<file path="src/hdl/mbps_pkg.sv">
// Shared types and constants for the masked byte pattern search block.
`default_nettype none
package mbps_pkg;

    localparam int PATTERN_MAX = 16;
    localparam int IDX_W       = $clog2(PATTERN_MAX);
    localparam int LEN_W       = 5;
    localparam int CNT_W       = 25;
    localparam int OFFSET_W    = 24;
    localparam int CFG_DATA_W  = 64;
    localparam int CFG_IDX_W   = 2;

    localparam logic [CNT_W-1:0] MAX_BUFFER_LENGTH = CNT_W'(25'h1000000);

    typedef enum logic [CFG_IDX_W-1:0] {
        REG_PATTERN_LOW  = 2'd0,
        REG_PATTERN_HIGH = 2'd1,
        REG_CARE_MASK    = 2'd2,
        REG_PATTERN_LEN  = 2'd3
    } reg_index_t;

    typedef logic [PATTERN_MAX-1:0][7:0] byte_vec_t;

    typedef struct packed {
        byte_vec_t               pattern;
        logic [PATTERN_MAX-1:0]  care;
        logic [LEN_W-1:0]        length;
    } cfg_t;

endpackage
`default_nettype wire

</file>
<file path="src/hdl/mbps_cfg.sv">
// Configuration registers and effective pattern length clamp.
`default_nettype none
module mbps_cfg (
    input  wire logic                           aclk,
    input  wire logic                           aresetn,
    input  wire logic                           cfg_we,
    input  wire logic [mbps_pkg::CFG_IDX_W-1:0]  cfg_index,
    input  wire logic [mbps_pkg::CFG_DATA_W-1:0] cfg_wdata,
    output mbps_pkg::cfg_t                      cfg
);
    import mbps_pkg::*;

    logic [63:0]            pat_low_reg;
    logic [63:0]            pat_high_reg;
    logic [PATTERN_MAX-1:0] care_reg;
    logic [LEN_W-1:0]       len_reg;

    always_ff @(posedge aclk) begin
        if (!aresetn) begin
            pat_low_reg  <= '0;
            pat_high_reg <= '0;
            care_reg     <= '0;
            len_reg      <= '0;
        end else if (cfg_we) begin
            case (reg_index_t'(cfg_index))
                REG_PATTERN_LOW:  pat_low_reg  <= cfg_wdata[63:0];
                REG_PATTERN_HIGH: pat_high_reg <= cfg_wdata[63:0];
                REG_CARE_MASK:    care_reg     <= cfg_wdata[PATTERN_MAX-1:0];
                REG_PATTERN_LEN:  len_reg      <= cfg_wdata[LEN_W-1:0];
                default: ;
            endcase
        end
    end

    always_comb begin
        cfg.pattern = {pat_high_reg, pat_low_reg};
        cfg.care    = care_reg;
        if (len_reg > LEN_W'(PATTERN_MAX)) begin
            cfg.length = LEN_W'(PATTERN_MAX);
        end else begin
            cfg.length = len_reg;
        end
    end

endmodule
`default_nettype wire

</file>
<file path="src/hdl/mbps_match.sv">
// Masked compare of the byte window against the pattern.
`default_nettype none
module mbps_match (
    input  wire mbps_pkg::byte_vec_t window,
    input  wire mbps_pkg::cfg_t      cfg,
    output logic                     match
);
    import mbps_pkg::*;

    logic [PATTERN_MAX-1:0] miss;
    logic [LEN_W-1:0]       pos;

    // Pattern byte k lines up with window entry length-1-k (newest first).
    always_comb begin
        miss = '0;
        pos  = '0;
        for (int k = 0; k < PATTERN_MAX; k++) begin
            pos = cfg.length - LEN_W'(1) - LEN_W'(k);
            if ((LEN_W'(k) < cfg.length) && cfg.care[k]
                    && (window[pos[IDX_W-1:0]] != cfg.pattern[k])) begin
                miss[k] = 1'b1;
            end
        end
        match = ~|miss;
    end

endmodule
`default_nettype wire

</file>
<file path="src/hdl/masked_byte_pattern_search.sv">
// Top level: masked byte pattern search over a byte stream.
// Takes one byte item per cycle unless a held result stalls it; returns at
// most one result item per buffer: the start offset of the first match
// (m_tuser = 1) or, on the buffer's last byte, a no-match item (m_tuser = 0,
// offset 0). An accepted byte is loaded into the input register; once the
// result register is free, a single pass of 16 masked byte compares loads
// it, driving m_tvalid. Pattern length zero matches at offset 0 on the first
// byte; lengths above 16 act as 16. Bytes beyond 2^24 in one buffer are not
// searched. Configure only while idle.
`default_nettype none
module masked_byte_pattern_search (
    input  wire logic                            aclk,
    input  wire logic                            aresetn,
    input  wire logic                            cfg_we,
    input  wire logic [mbps_pkg::CFG_IDX_W-1:0]  cfg_index,
    input  wire logic [mbps_pkg::CFG_DATA_W-1:0] cfg_wdata,
    input  wire logic                            s_tvalid,
    output logic                                 s_tready,
    input  wire logic [7:0]                      s_tdata,  // data_byte
    input  wire logic                            s_tlast,  // last_byte
    output logic                                 m_tvalid,
    input  wire logic                            m_tready,
    output logic [mbps_pkg::OFFSET_W-1:0]        m_tdata,  // match_offset
    output logic                                 m_tuser   // found
);
    import mbps_pkg::*;

    cfg_t cfg;

    mbps_cfg u_cfg (
        .aclk      (aclk),
        .aresetn   (aresetn),
        .cfg_we    (cfg_we),
        .cfg_index (cfg_index),
        .cfg_wdata (cfg_wdata),
        .cfg       (cfg)
    );

    // input register
    logic       in_valid_reg;
    logic [7:0] in_data_reg;
    logic       in_last_reg;

    // search state
    byte_vec_t        window_reg, window_next;
    logic [CNT_W-1:0] seen_reg, seen_next;
    logic             done_reg, done_next;

    // result register
    logic                out_valid_reg;
    logic [OFFSET_W-1:0] out_offset_reg, out_offset_next;
    logic                out_found_reg, out_found_next;
    logic                res_valid;

    logic advance;
    logic active;
    logic match;

    assign advance  = in_valid_reg && (!out_valid_reg || m_tready);
    assign s_tready = !in_valid_reg || advance;

    assign active = !done_reg && (seen_reg < MAX_BUFFER_LENGTH);

    always_comb begin
        window_next = window_reg;
        if (active) begin
            window_next = {window_reg[PATTERN_MAX-2:0], in_data_reg};
        end
    end

    mbps_match u_match (
        .window (window_next),
        .cfg    (cfg),
        .match  (match)
    );

    always_comb begin
        seen_next       = seen_reg;
        done_next       = done_reg;
        res_valid       = 1'b0;
        out_found_next  = 1'b0;
        out_offset_next = '0;
        if (active) begin
            seen_next = seen_reg + CNT_W'(1);
            if (cfg.length == '0) begin
                done_next      = 1'b1;
                res_valid      = 1'b1;
                out_found_next = 1'b1;
            end else if ((seen_next >= CNT_W'(cfg.length)) && match) begin
                done_next       = 1'b1;
                res_valid       = 1'b1;
                out_found_next  = 1'b1;
                out_offset_next = OFFSET_W'(seen_next - CNT_W'(cfg.length));
            end
        end
        if (in_last_reg) begin
            if (!done_next) begin
                res_valid = 1'b1;
            end
            seen_next = '0;
            done_next = 1'b0;
        end
    end

    always_ff @(posedge aclk) begin
        if (!aresetn) begin
            in_valid_reg  <= 1'b0;
            out_valid_reg <= 1'b0;
            seen_reg      <= '0;
            done_reg      <= 1'b0;
        end else begin
            if (s_tready) begin
                in_valid_reg <= s_tvalid;
            end
            if (advance) begin
                out_valid_reg <= res_valid;
                seen_reg      <= seen_next;
                done_reg      <= done_next;
            end else if (m_tready) begin
                out_valid_reg <= 1'b0;
            end
        end
    end

    always_ff @(posedge aclk) begin
        if (s_tready && s_tvalid) begin
            in_data_reg <= s_tdata;
            in_last_reg <= s_tlast;
        end
        if (advance) begin
            window_reg <= window_next;
            if (res_valid) begin
                out_offset_reg <= out_offset_next;
                out_found_reg  <= out_found_next;
            end
        end
    end

    assign m_tvalid = out_valid_reg;
    assign m_tdata  = out_offset_reg;
    assign m_tuser  = out_found_reg;

endmodule
`default_nettype wire

</file>
<file path="config.mk">
export PLATFORM = sky130hd
export DESIGN_NAME = masked_byte_pattern_search
export DESIGN_NICKNAME = d
export VERILOG_FILES = /design/src/hdl/mbps_pkg.sv /design/src/hdl/mbps_cfg.sv /design/src/hdl/mbps_match.sv /design/src/hdl/masked_byte_pattern_search.sv
export SDC_FILE = /design/constraint.sdc
export NUM_CORES = 1
export LEC_CHECK = 0
export BUFFER_PORTS_ARGS = -buffer_cell sky130_fd_sc_hd__buf_2
export CORE_ASPECT_RATIO = 0.7
export CORE_MARGIN = 8
export CORE_UTILIZATION = 25
export CTS_CLUSTER_SIZE = 20
export DETAILED_ROUTE_END_ITERATION = 7
export PLACE_DENSITY = 0.4
export SYNTH_ARGS = -nofsm -noshare
export SYNTH_HDL_FRONTEND = slang
export SYNTH_SLANG_ARGS = --single-unit
</file>
<file path="constraint.sdc">
create_clock -name aclk -period 8.6 [get_ports aclk]
set_input_delay 1.72 -clock aclk [delete_from_list [all_inputs] [get_ports aclk]]
set_output_delay 1.72 -clock aclk [all_outputs]
set_load 0.05 [all_outputs]
</file>
==> summary.txt, run 1 <==
Outcome
  – Status: complete, no violations

Floorplanning
  – Row cnt: 96
  – Die Wd: 391 um
  – # IOs: 107
  – Core area: 97900 um2
  – Die height: 279 um
  – Starting Density: 25.2%
  – DIE AREA: 109000 um2

Critical path
  – Critical path buffer and inverter count: 3
  – Worst path max stage delay: 890 ps
  – Max Fanout on Critical Path: 27
  – Crit-path cells: inv_2, nand2_1, ha_1, a21boi_0, o221ai_4, buf_4, xnor2_4, mux4_2, xnor2_1, a211oi_1, a31oi_1, nor4_1, a21oi_1, nor2_2, buf_4
  – WP data arrival: 7090 ps
  – CP dominant cell by count: buf_4
  – Max stage delay cell, worst path: xnor2_4
  – WP data required: 8840 ps
  – Worst setup SP type: flip-flop
  – CP Capture Type: flip-flop
  – Family with the most delay on the worst path: compound AO/OA/AOI/OAI gates
  – Crit path kind: reg2reg

Pwr
  – Max VDD drop: 120 uV
  – Net Sw Frac: 35.0%
  – Leakage power: roughly 10 nW
  – Internal: 3.37 mW
  – Clk pwr share: 34.9%
  – P_sw: 1.81 mW
  – Pwr dens: around 190 nW/um2
  – Seq pwr share: 35.5%
  – Logic gate share of total power: 29.6%
  – Overall power: 5.19 mW

Global route
  – Met2 usage in global routing: 25.0%
  – Total track usage: 18.1%
  – Total gr overflow: 0
  – Grt met1 use: 28.2%
  – Most used routing layer: met1
  – Initial antenna violation count: 4
  – Largest net degree at the start of global routing: 160
  – Vias in the first global route: 21300
  – First-pass GRT wire length: approximately 150000 um
  – GR Layer Usage met3: 4.34%

CTS
  – Skew-Pair Late Insertion Delay: 580 ps
  – CTS Root Cell: clkbuf_16
  – Clk sinks: 339
  – CTS tree: yes
  – Post-CTS Resized: 0
  – H-tree Lvls: 2
  – Reg clk slew, reported paths: ~70 ps
  – CTS Buffer Depth: 3
  – CTS Buf Count: 39
  – Post-CTS setup buffer count: 0
  – CTS Hold Bufs: 0

Logic synthesis
  – Synth cell count leaders: nand2_1 (354), nand4_1 (201), clkbuf_1 (186), dfxtp_1 (177), edfxtp_1 (162)
  – Synth Register Bits: 339
  – Top-area cell type share of the netlist area: 19.7%
  – Synthesized net count: approximately 3000
  – Mapped Cells: 2847
  – Seq/Total Area, Yosys: 34.1%
  – Synth area leaders: edfxtp_1 (20%), dfxtp_1 (14%), mux2i_1 (5.8%)
  – Synth unique cells: 71
  – Asr flop ratio synth: 0%
  – YS warnings: 0
  – Ys flop type: dfxtp_1
  – Cell taking the most area after synthesis: edfxtp_1
  – Most numerous cell in the Yosys netlist: nand2_1
  – Post-synthesis cell area: 24600 um2
  – EDFF count, synth: 162
  – Syn_area_per_cell: 8.66 um2

Finish
  – Nets@finish: about 2900
  – Final core utilization: 28.4%
  – Share of cells above drive strength 1: 12.8%
  – Largest register FFs: ~130
  – Design Area, Final: roughly 28000 um2
  – Area delta synth->final: 12.8%

Timing
  – Hold Fails Final Rpt: 0
  – Sum Neg Setup Slack: 0 ps
  – Actual slew at the worst max-slew pin: approximately 1200 ps
  – Final WS setup: about 1800 ps
  – Worst slew margin: 19.2%
  – Fin crit period: 6850 ps
  – RSZ-0062 raised after global routing: false
  – Final Max Slew Viols: 0
  – Setup violations, final: 0
  – F_max: between 0.1 and 0.15 GHz
  – Max Clock Skew: around 28 ps
  – Post-route clock period utilization: about four fifths

Job
  – Max Cap Viol: 0

Routing
  – Via count: 22700
  – Drt pass-1 iters: 8
  – DR iter-0 viols: 2717
  – Vias per inst: 5.44
  – Drt wl/cell: 24.8 um
  – Total Wirelength: 103000 um
  – Routed Antenna Nets: 0
  – Drc violations: 0

Place
  – Pre-CTS WS: slightly below 2000 ps
  – I/O Buffers: between 100 and 150
  – Placed instance area: 26400 um2
  – DP HPWL: 75800 um
  – GPL Wtd Cong: between 0.9 and 1

Worst hold path
  – Min-Delay Path Class: reg2reg
-- layout make-up --
| cell class | instances | area, um2 |
|---|---|---|
| sequential | 339 | 8420 |
| inverter | 155 | 587 |
| multi-input combinational | 2129 | 14900 |
| clock buffer | 62 | 1260 |
| antenna | 6 | 15.0 |
| fill | 10400 | 70100 |
| tap | 1323 | 1660 |
| timing repair buffer | 149 | 906 |
| clock inverter | 10 | 93.8 |
-- metal layers --
| metal | share of wire (%) | vias up | routed length, um |
|---|---|---|---|
| li1 | - | 10400 | - |
| met1 | 51 | 11300 | 52200 |
| met2 | 39 | 914 | 40700 |
| met3 | 8.3 | 109 | 8530 |
| met4 | 1.8 | 0 | 1880 |
| met5 | 0 | - | 0 |
-- worst paths after layout --
path / end / cells after the start / slack (ps) / from
hold / removal: u_cfg.pat_low_reg[42] / 2 / 480 / u_cfg.pat_low_reg[42]
setup reg to reg: m_tdata[20] / 15 / 1750 / u_cfg.len_reg[4]
setup / recovery: m_tdata[20] / 15 / 1750 / u_cfg.len_reg[4]
hold reg to reg: u_cfg.pat_low_reg[42] / 2 / 480 / u_cfg.pat_low_reg[42]
-- logic make-up after synthesis --
family | after synthesis | share of synthesized area [%]
AO/OA/AOI/OAI | 575 | 15.9
XOR/XNOR | 185 | 6.63
adder cells (fa/ha/maj) | 19 | 0.995
buffers and inverters | 379 | 5.95
flip-flops | 339 | 34.1
multiplexers | 200 | 11.0
AND/OR/NAND/NOR | 1150 | 25.5
-- power by group through the flow --
stage | combinational [mW] | sequential (mW) | clock (mW)
final | 1.53 | 1.84 | 1.81
after global routing | 1.64 | 1.85 | 1.92
after CTS | 1.51 | 1.84 | 1.87
after detailed placement | 1.51 | 1.87 | 0
after global placement | 1.50 | 1.87 | 0
after floorplan | 0.991 | 1.88 | 0
-- layout by cell type (no fill, tap or decap), types with 18 or more instances in the layout --
cell,Yosys,final
or3b_2,63,63
clkbuf_16,0,44
mux4_2,56,56
o221ai_1,36,35
buf_2,23,105
nand3_1,143,143
a22oi_1,85,85
edfxtp_1,162,162
dfxtp_1,177,175
nor3_1,28,27
buf_4,2,40
inv_1,149,148
or3b_1,59,59
a21boi_0,156,156
xnor2_1,79,76
nand2_1,354,352
a21oi_1,36,36
o21ai_0,153,153
and3_1,18,18
nor2b_1,29,28
mux2i_1,144,144
xor2_1,104,104
and2_1,131,131
nor2_1,71,70
nand4_1,201,201
-- through the flow --
stage | hold slack [ps] | instances
floorplan | 440 | 2847
global placement | 465 | 4095
detailed placement | 474 | 4095
CTS | 483 | 4167
global route | 508 | 4167
finish | 479 | 4173
-- worst reg2reg max path: cells and delay by family, from the launching register on --
family	cells	cell delay [ps]
XOR/XNOR	2	1040
buffers and inverters	3	970
AND/OR/NAND/NOR	3	1130
flip-flops	1	830
multiplexers	1	650
adder cells (fa/ha/maj)	1	370
AO/OA/AOI/OAI	5	1500
(Power assumes the default switching activity.)
==> inputs of run 2 (changes only) <==
clock period = 7.2 ns   (was 8.6 ns; I/O delays follow)
==> run 2 against run 1 <==
  * Clock-buffer cell count increased by 2
  * Utilization increased by 0.23 points
  * Combinational power increased by 21%
  * First-iteration DRC count decreased by 4.3%
  * Clock power increased by 26%
  * Clock skew decreased by 2.2 ps
  * Register-to-register slack got worse by 810 ps
  * Global-route usage increased by 0.68 points
  * Routed wire length increased by 3.4%
  * Largest power group is now clock
==> summary.txt, run 2 (synthesized netlist as in run 1, its figures left out) <==
Pwr
  – Leakage power: 10.5 nW (+1.4%)
  – Max VDD drop: 160 uV (+34%)
  – Pwr dens: 226 nW/um2 (+21%)

Floorplanning
  – # IOs: 107 (unchanged)
  – Die height: 279 um (unchanged)
  – DIE AREA: 109000 um2 (unchanged)
  – Die Wd: 391 um (unchanged)
  – Core area: 97900 um2 (unchanged)
  – Starting Density: 25.2% (unchanged)
  – Row cnt: 96 (unchanged)

Critical path
  – Critical Path Start: u_cfg.len_reg[4]
  – Reg2reg setup slack: 940 ps (-810 ps)
  – Worst setup SP type: flip-flop
  – Worst path depth: 16 (+1)
  – Origin of the critical flop-to-flop path: u_cfg.len_reg[4]
  – Worst path max stage delay: 1010 ps (+120 ps)
  – Crit path kind: reg2reg
  – Setup crit end: m_tdata[17]
  – WP data arrival: 6500 ps (-590 ps)
  – Max Fanout on Critical Path: 38 (+41%)
  – Worst Reg-to-Reg Cells: 16 (+1)
  – Max stage delay cell, worst path: a21oi_1
  – CP Capture Type: flip-flop
  – RR Endpoint: m_tdata[17]
  – WP data required: 7440 ps (-1400 ps)
  – Critical path buffer and inverter count: 4 (+1)
  – Family with the most delay on the worst path: compound AO/OA/AOI/OAI gates
  – Crit-path cells: buf_4, nor2b_4, inv_4, ha_2, inv_2, ha_1, a21oi_1, mux2i_1, xor2_1, o41ai_1, a41oi_1, a311oi_1, and4bb_1, a21oi_1, nor2_2, buf_4

Place
  – DP HPWL: 79400 um (+4.8%)
  – I/O Buffers: 106 (unchanged)
  – GPL Wtd Cong: 0.916 (-1.1%)
  – Pre-CTS WS: 1170 ps (-784 ps)

CTS
  – Reg clk slew, reported paths: 60 ps (about the same)
  – Skew-Pair Late Insertion Delay: 610 ps (+30 ps)
  – CTS Buffer Depth: 3 (unchanged)
  – Post-CTS Resized: 0 (unchanged)
  – CTS tree: yes
  – Post-CTS setup buffer count: 0 (unchanged)
  – CTS Buf Count: 41 (+5.1%)
  – CTS Root Cell: clkbuf_16
  – Clk sinks: 339 (unchanged)
  – H-tree Lvls: 2 (unchanged)
  – CTS Hold Bufs: 0 (unchanged)

Routing
  – Via count: 22800 (+0.42%)
  – Total Wirelength: 107000 um (+3.4%)
  – Routed Antenna Nets: 0 (unchanged)
  – Drc violations: 0 (unchanged)
  – Drt wl/cell: 25.5 um (+2.9%)
  – DR iter-0 viols: 2600 (-4.3%)
  – Drt pass-1 iters: 6 (-2)
  – Vias per inst: 5.44 (about the same)

Timing
  – Final Max Slew Viols: 0 (unchanged)
  – Final WS setup: 943 ps (-808 ps)
  – Max Clock Skew: 26.0 ps (-2.22 ps)
  – Setup violations, final: 0 (unchanged)
  – Sum Neg Setup Slack: 0 ps (unchanged)
  – Fin crit period: 6260 ps (-592 ps)
  – RSZ-0062 raised after global routing: false
  – F_max: 0.160 GHz (+9.5%)
  – Hold Fails Final Rpt: 0 (unchanged)
  – Actual slew at the worst max-slew pin: 1280 ps (+72.1 ps)
  – Worst slew margin: 14.3% (-4.8 points)
  – Post-route clock period utilization: 86.9% (+7.3 points)

Global route
  – Met2 usage in global routing: 25.4% (+0.35 points)
  – Vias in the first global route: 21300 (-0.089%)
  – Total gr overflow: 0 (unchanged)
  – Initial antenna violation count: 1 (-3)
  – GR Layer Usage met3: 5.86% (+1.5 points)
  – Total track usage: 18.8% (+0.68 points)
  – Largest net degree at the start of global routing: 137 (-14%)
  – Most used routing layer: met1
  – First-pass GRT wire length: 154000 um (+2.8%)
  – Grt met1 use: 29.0% (+0.82 points)

Outcome
  – Status: complete, no violations

Finish
  – Largest register FFs: 128 (unchanged)
  – Layout fillers: 10400 (+0.25%)
  – Area delta synth->final: 13.7%
  – Share of cells above drive strength 1: 13.5% (+0.65 points)
  – Nets@finish: 2935 (+0.79%)
  – Commonest cells after routing, fill and taps aside: nand2_1 (354), nand4_1 (201), dfxtp_1 (175)
  – Most common cell after layout, fill and taps aside: nand2_1

Job
  – Max Cap Viol: 0 (unchanged)

Worst hold path
  – Min-Delay Path Class: reg2reg
run 2: through the flow:
step	instances	hold slack (ps)	utilization [%]	power, mW	cell area [um2]
after floorplan	2847	440	-	3.42	24600
after global placement	4116	462	27.2	4.05	26600
after detailed placement	4116	468	27.2	4.06	26600
after CTS	4192	476	28.6	6.37	28000
after global routing	4192	500	28.6	6.61	28000
final	4193	476	28.6	6.34	28000
run 2: final cells by class:
| type | count | area, um2 | share of cell area (%) |
|---|---|---|---|
| sequential | 339 | 8420 | 30.0 |
| clock inverter | 12 | 118 | 0.420 |
| inverter | 155 | 587 | 2.09 |
| clock buffer | 64 | 1320 | 4.71 |
| timing repair buffer | 170 | 1060 | 3.79 |
| tap | 1323 | 1660 | 5.91 |
| antenna | 1 | 2.50 | 0.00893 |
| multi-input combinational | 2129 | 14900 | 53.0 |
run 2: worst min path at each step:
| stage | cells past startpoint | endpoint | from |
|---|---|---|---|
| after detailed placement | 2 | u_cfg.care_reg[0] | u_cfg.care_reg[0] |
| final | 2 | u_cfg.care_reg[1] | u_cfg.care_reg[1] |
| after global placement | 2 | u_cfg.care_reg[1] | u_cfg.care_reg[1] |
| after CTS | 2 | u_cfg.care_reg[0] | u_cfg.care_reg[0] |
| after floorplan | 2 | u_cfg.care_reg[0] | u_cfg.care_reg[0] |
| after global routing | 2 | u_cfg.care_reg[0] | u_cfg.care_reg[0] |
run 2: worst register-to-register path: cells and delay by family, from the launching register on:
kind	cells	cell delay (ps)
AO/OA/AOI/OAI	5	2390
XOR/XNOR	1	200
adder cells (fa/ha/maj)	2	960
buffers and inverters	4	1120
flip-flops	1	510
multiplexers	1	220
AND/OR/NAND/NOR	3	490
run 2: layer usage:
metal  share of wire, %  vias up
li1                   -    10400
met1                 50    11300
met2                 38     1019
met3                 10      120
met4                1.6        0
met5                  0        -
run 2: power breakdown:
| part | leakage (nW) | switching [mW] | total, mW | internal, mW |
|---|---|---|---|---|
| registers | 2.96 | 0.0743 | 2.20 | 2.13 |
| clock network | 0.712 | 0.943 | 2.28 | 1.34 |
| logic | 6.86 | 1.19 | 1.85 | 0.662 |
